`src/eida_ram.sv`:
```
// Generic single-write, single-read RAM with a registered read port.
`timescale 1ns / 1ps

module eida_ram #(
  parameter int unsigned Width = 8,
  parameter int unsigned Depth = 256
) (
  input  logic                     clk_i,
  input  logic                     we_i,
  input  logic [$clog2(Depth)-1:0] waddr_i,
  input  logic [Width-1:0]         wdata_i,
  input  logic [$clog2(Depth)-1:0] raddr_i,
  output logic [Width-1:0]         rdata_o
);

  logic [Width-1:0] mem [Depth];

  always_ff @(posedge clk_i) begin
    if (we_i) begin
      mem[waddr_i] <= wdata_i;
    end
    rdata_o <= mem[raddr_i];
  end

endmodule

```
`config.mk`:
```
export PLATFORM = sky130hd
export DESIGN_NAME = eida_ram
export DESIGN_NICKNAME = d
export VERILOG_FILES = /design/src/eida_ram.sv
export SDC_FILE = /design/constraint.sdc
export NUM_CORES = 2
export LEC_CHECK = 0
export ABC_AREA = 0
export BUFFER_PORTS_ARGS = -buffer_cell sky130_fd_sc_hd__buf_2
export CAP_MARGIN = 20
export CELL_PAD_IN_SITES_DETAIL_PLACEMENT = 1
export CELL_PAD_IN_SITES_GLOBAL_PLACEMENT = 2
export CORE_ASPECT_RATIO = 1.75
export CORE_MARGIN = 10
export CORE_UTILIZATION = 51
export CTS_BUF_LIST = sky130_fd_sc_hd__clkbuf_16
export CTS_CLUSTER_SIZE = 24
export DETAILED_ROUTE_END_ITERATION = 10
export GPL_TIMING_DRIVEN = 1
export PLACE_DENSITY_LB_ADDON = 0.1
export SLEW_MARGIN = 20
export SYNTH_ARGS = -nofsm -noshare
export SYNTH_HDL_FRONTEND = slang
export SYNTH_SLANG_ARGS = --single-unit
export TNS_END_PERCENT = 10
```
`constraint.sdc`:
```
create_clock -name clk_i -period 2.1 [get_ports clk_i]
set_input_delay 0 -clock clk_i [delete_from_list [all_inputs] [get_ports clk_i]]
set_output_delay 0 -clock clk_i [all_outputs]
set_load 0.03 [all_outputs]
```
Yosys cells after proc, flatten, opt, wreduce, memory -nomap -nowiden
Memories as Yosys holds them, arrays and structs flattened. A register that Yosys moved wholly into a read port is not among the register bits.
Index checks and enable logic that the tools add are counted.
{"block": "classes", "muxes": 2}
{"operator": "1-bit 2-to-1 mux", "count": 2}
{"block": "word_totals", "reg_bits": 0, "ram_bits": 2048, "in_bits": 26, "out_inout_bits": 8, "n_memories": 1}
{"memory": "mem", "words": 256, "word_bits": 8, "read_ports": 1, "rd_clocked_by_memory_dff": 1, "wr": 1, "line": "16", "rtl": "logic [Width-1:0] mem [Depth];"}

Longest topological paths before layout
{"block": "depth", "depth_word": 2, "depth_mapped": 11, "ltp_nobuf": 6}

Worst setup path after synthesis
Ideal clock, no wire load.
{"block": "synth_path", "kind": "input port to flip-flop", "startpoint": "input port raddr_i[0]", "endpoint": "register rdata_o[2] (read register of mem)", "setup_time_ns": 0.131, "t_arrival_ns": 1.807, "required_ns": 1.969, "setup_slack_ns": 0.162, "cell_stages": 9, "path_cell_list": "buf_6 buf_12 buf_8 buf_2 mux4_2 a22oi_1 a21oi_1 nor4_1 nor4_2"}
{"element": "start, declared", "line": "12", "rtl": "input logic [$clog2(Depth)-1:0] raddr_i,"}
{"element": "end, declared", "line": "13", "rtl": "output logic [Width-1:0] rdata_o"}

==> results.toml <==
[worst_setup_path]
rr_startpoint = "mem[82][3]"
reg2reg_slack_ns = -0.24
required_ns = 2.81
path_class = "flip-flop to flip-flop"
crit_buf_inv = 1
max_stage_delay_ns = 0.51
cpMaxStageDelayCell = "mux4_2"
r2r_cells = 7
crit_chain = "mux4_2 -> a22o_4 -> a221oi_4 -> o32ai_4 -> nor3_2 -> buf_4 -> nor4_1"
cp-start-kind = "flip-flop"
cp_max_fo = 1
reg2reg_to = "rdata_o[3]"
cp-end-kind = "flip-flop"
cpLargestDelayFamily = "compound AO/OA/AOI/OAI gates"
crit_end = "rdata_o[3]"
arrival_ns = 3.05
startpoint = "mem[82][3]"
cp.depth = 7

[sta]
skew_ns = 0.0512
rsz0062_at_grt = "true"
drv_slew = 0
max_freq_mhz = 428
fin_ws_ns = -0.239
post-route-min-period_ns = 2.34
hold_viol = 0
tightest_slew_ns = 1.03
fin_crit_sh_pct = 111
setup_viol = 8
slew_headroom_pct = 31.4

[clocking]
clk-insertion-delay-late_ns = 0.84
clk_path_buf_depth = 4
numCtsBuffers = 189
cts.reportedPaths.clkPinSlew_ns = 0.07
tritoncts = "done"
ctsHtreeMaxLevel = 4
numClockSinks = 2056
post-cts-setup-buffers = 0
root_buffer = "clkbuf_16"

[global_routing]
use_met1_pct = 30.6
grt_first_pass_wirelength_um = 334000
overflow = 0
top_usage_layer = "met2"
grt_pass1_vias = 45100
track_usage_pct = 27.0
gr-usage-met3_pct = 3.33
use_met2_pct = 49.1
antenna_found_initial = 11
grt_max_degree = 101

[yosys]
syn-num-nets = 3759
synth-compound-area-share_pct = 3.42
synthDistinctLibCells = 55
async_reset_ff_share_pct = 0
yosysWarnings = 0
yosys.area_share.simple_pct = 2.63
synthXorXnorAreaFrac_pct = 0
synth_area_um2 = 79600
synth_top_family_by_area = "multiplexers"
synthMuxAreaShare_pct = 14.6
synth_edf_count = 2048
synth.avg_cell_area_um2 = 21.3
synth-seq-area-share_pct = 77.5
synthFlopType = "edfxtp_1"
synth_fa_ha_area_share_pct = 0
syn_inst = 3733
ys_seq_elements = 2056

[power]
power.share.clock_pct = 40.8
seq_power_share_pct = 53.0
pwr-share-comb_pct = 6.2
switching_power_mw = 18.1
power_leakage_nw = 30.9
peakVddDrop_uv = 784
p_sw_share_pct = 21.2
internal-power_mw = 67.4
power_per_cell_area_nw_per_um2 = 906
power_mw = 85.5

[placed_design]
dp.cells = 6310
gp_congestion = 0.916
pre_cts_slack_ns = -1.12
dp_hpwl_um = 162000
io_buffers = 33

[route]
dr.pass1.iters = 5
routedWlPerCell_um = 35.1
drc = 0
routed_via_density = 6.25
drt_iter0_markers = 4234
final_antenna_net_count = 0
wl_um = 234000
vias = 41600

[floorplanning]
row_count = 191
die_h_um = 542
boundaryPins = 34
initial_utilization_pct = 51.4
die-area_um2 = 173000
die-width_um = 319
core_area_um2 = 155000

[final_layout]
utilization_pct = 61.0
final_layout_size_suffix_gt1_share_pct = 34.1
multiInputGateArea_um2 = 16900
fin_cells = 6654
fin_nets = 4514
nFillCells = 12900
synthToLayoutAreaGrowth_pct = 18.7
register_area_um2 = 61700

[job]
cap_violations = 0

[hold_path]
worstHoldPathType = "primary input to flip-flop"
min_from = "waddr_i[7]"

[outcome]
violations = "negative setup slack"
status = "finished, violations left"
## logic make-up after synthesis
family | Yosys count
AO/OA/AOI/OAI | 385
buffers and inverters | 235
flip-flops | 2056
multiplexers | 591
AND/OR/NAND/NOR | 466
## timing repair
item | 4_1_cts | 5_1_grt
gates resized for setup | 67 | 9
endpoints found under the hold margin | 1251 | 0
pin swaps | 13 | 6
cloned | 0 | 0
hold buffers | 16 | 0
setup endpoints to repair | 8 | 24
## layer usage
metal  routed length, um  vias to the layer above
li1                    -                    17200
met1               80700                    22300
met2              126000                     1613
met3               12100                      482
met4               14800                        2
met5                  13                        -
## cells in the mapped netlist, types with 3 or more instances
cell / instances / share of area (%)
o32ai_1: 4 / 0.044
a22oi_1: 133 / 1.3
nor2b_1: 31 / 0.24
and2_1: 6 / 0.047
buf_2: 31 / 0.20
buf_4: 27 / 0.25
nand2b_1: 8 / 0.063
o21ai_0: 10 / 0.063
a221oi_1: 13 / 0.14
buf_6: 21 / 0.30
nand4_1: 10 / 0.079
or2_2: 4 / 0.031
a22o_1: 8 / 0.088
o221ai_1: 46 / 0.51
mux4_2: 454 / 13
a21oi_1: 96 / 0.60
nor2_1: 282 / 1.3
nor3_1: 22 / 0.14
nor4_1: 24 / 0.19
buf_1: 22 / 0.10
a211oi_1: 16 / 0.15
nand2_1: 33 / 0.16
dfxtp_1: 8 / 0.20
buf_12: 8 / 0.20
nand3_1: 34 / 0.21
clkbuf_1: 111 / 0.52
buf_8: 13 / 0.25
o22ai_1: 28 / 0.22
edfxtp_1: 2048 / 77
mux2i_1: 134 / 1.7
o211ai_1: 10 / 0.094
nor4_2: 3 / 0.047
o22a_1: 5 / 0.055
## area by class of cell
| type | instances | area share [%] |
|---|---|---|
| Antenna cell | 4 | 0.0106 |
| Inverter | 2 | 0.00795 |
| Clock inverter | 133 | 1.42 |
| Sequential cell | 2056 | 65.3 |
| Timing Repair Buffer | 797 | 7.47 |
| Clock buffer | 194 | 5.14 |
| Multi-Input combinational cell | 1442 | 17.9 |
| Tap cell | 2026 | 2.69 |
## per-stage QoR
step,TNS [ns],hold WS [ns],area (um2)
6_report,-1.15,0.0589,94400
3_3_place_gp,-7.41,0.315,87600
3_5_place_dp,-7.58,0.321,87600
5_1_grt,-1.43,0.0485,94400
4_1_cts,-1.10,0.00297,94300
2_1_floorplan,0,0.0989,79600
## placed cells by master (no fill, tap or decap), drive strengths merged, types with 16 or more instances in the layout
cell type,instances
nor2,282
o221ai,47
edfxtp,2048
inv,31
nor3,22
nand3,34
dlygate4sd3,16
mux2i,134
o22ai,28
a21oi,96
bufinv,28
mux4,456
clkinv,67
buf,773
nor4,27
a22oi,133
a211oi,16
nand2,33
nor2b,31
clkbuf,202
## state kept, by name, summed over array words and instances, names as in the netlist
signal,count
rdata_o,8
mem,2048
## tightest hold or removal path: stages
cell and delay, ns:
buf_2 0.15, nor2_1 0.09, nand2_1 0.09, buf_4 0.26, nor2_1 0.10
## worst min-delay path by stage
stage                     cells past startpoint  slack, ns    endpoint
after global routing                          2       0.05  mem[76][4]
after floorplan                               0        0.1   mem[0][0]
final                                         5       0.06  mem[16][6]
after CTS                                     5      0.003  mem[16][6]
after global placement                        1       0.32  mem[72][4]
after detailed placement                      1       0.32  mem[73][4]
## power by group through the flow
stage / combinational (mW) / clock (mW) / sequential (mW)
2_1_floorplan: 2.20 / 0 / 46.2
3_3_place_gp: 5.02 / 0 / 46.2
3_5_place_dp: 5.16 / 0 / 46.2
4_1_cts: 5.31 / 35.4 / 45.3
5_1_grt: 5.52 / 37.0 / 45.3
6_report: 5.29 / 34.9 / 45.3
Power figures use the tool's default switching activity.
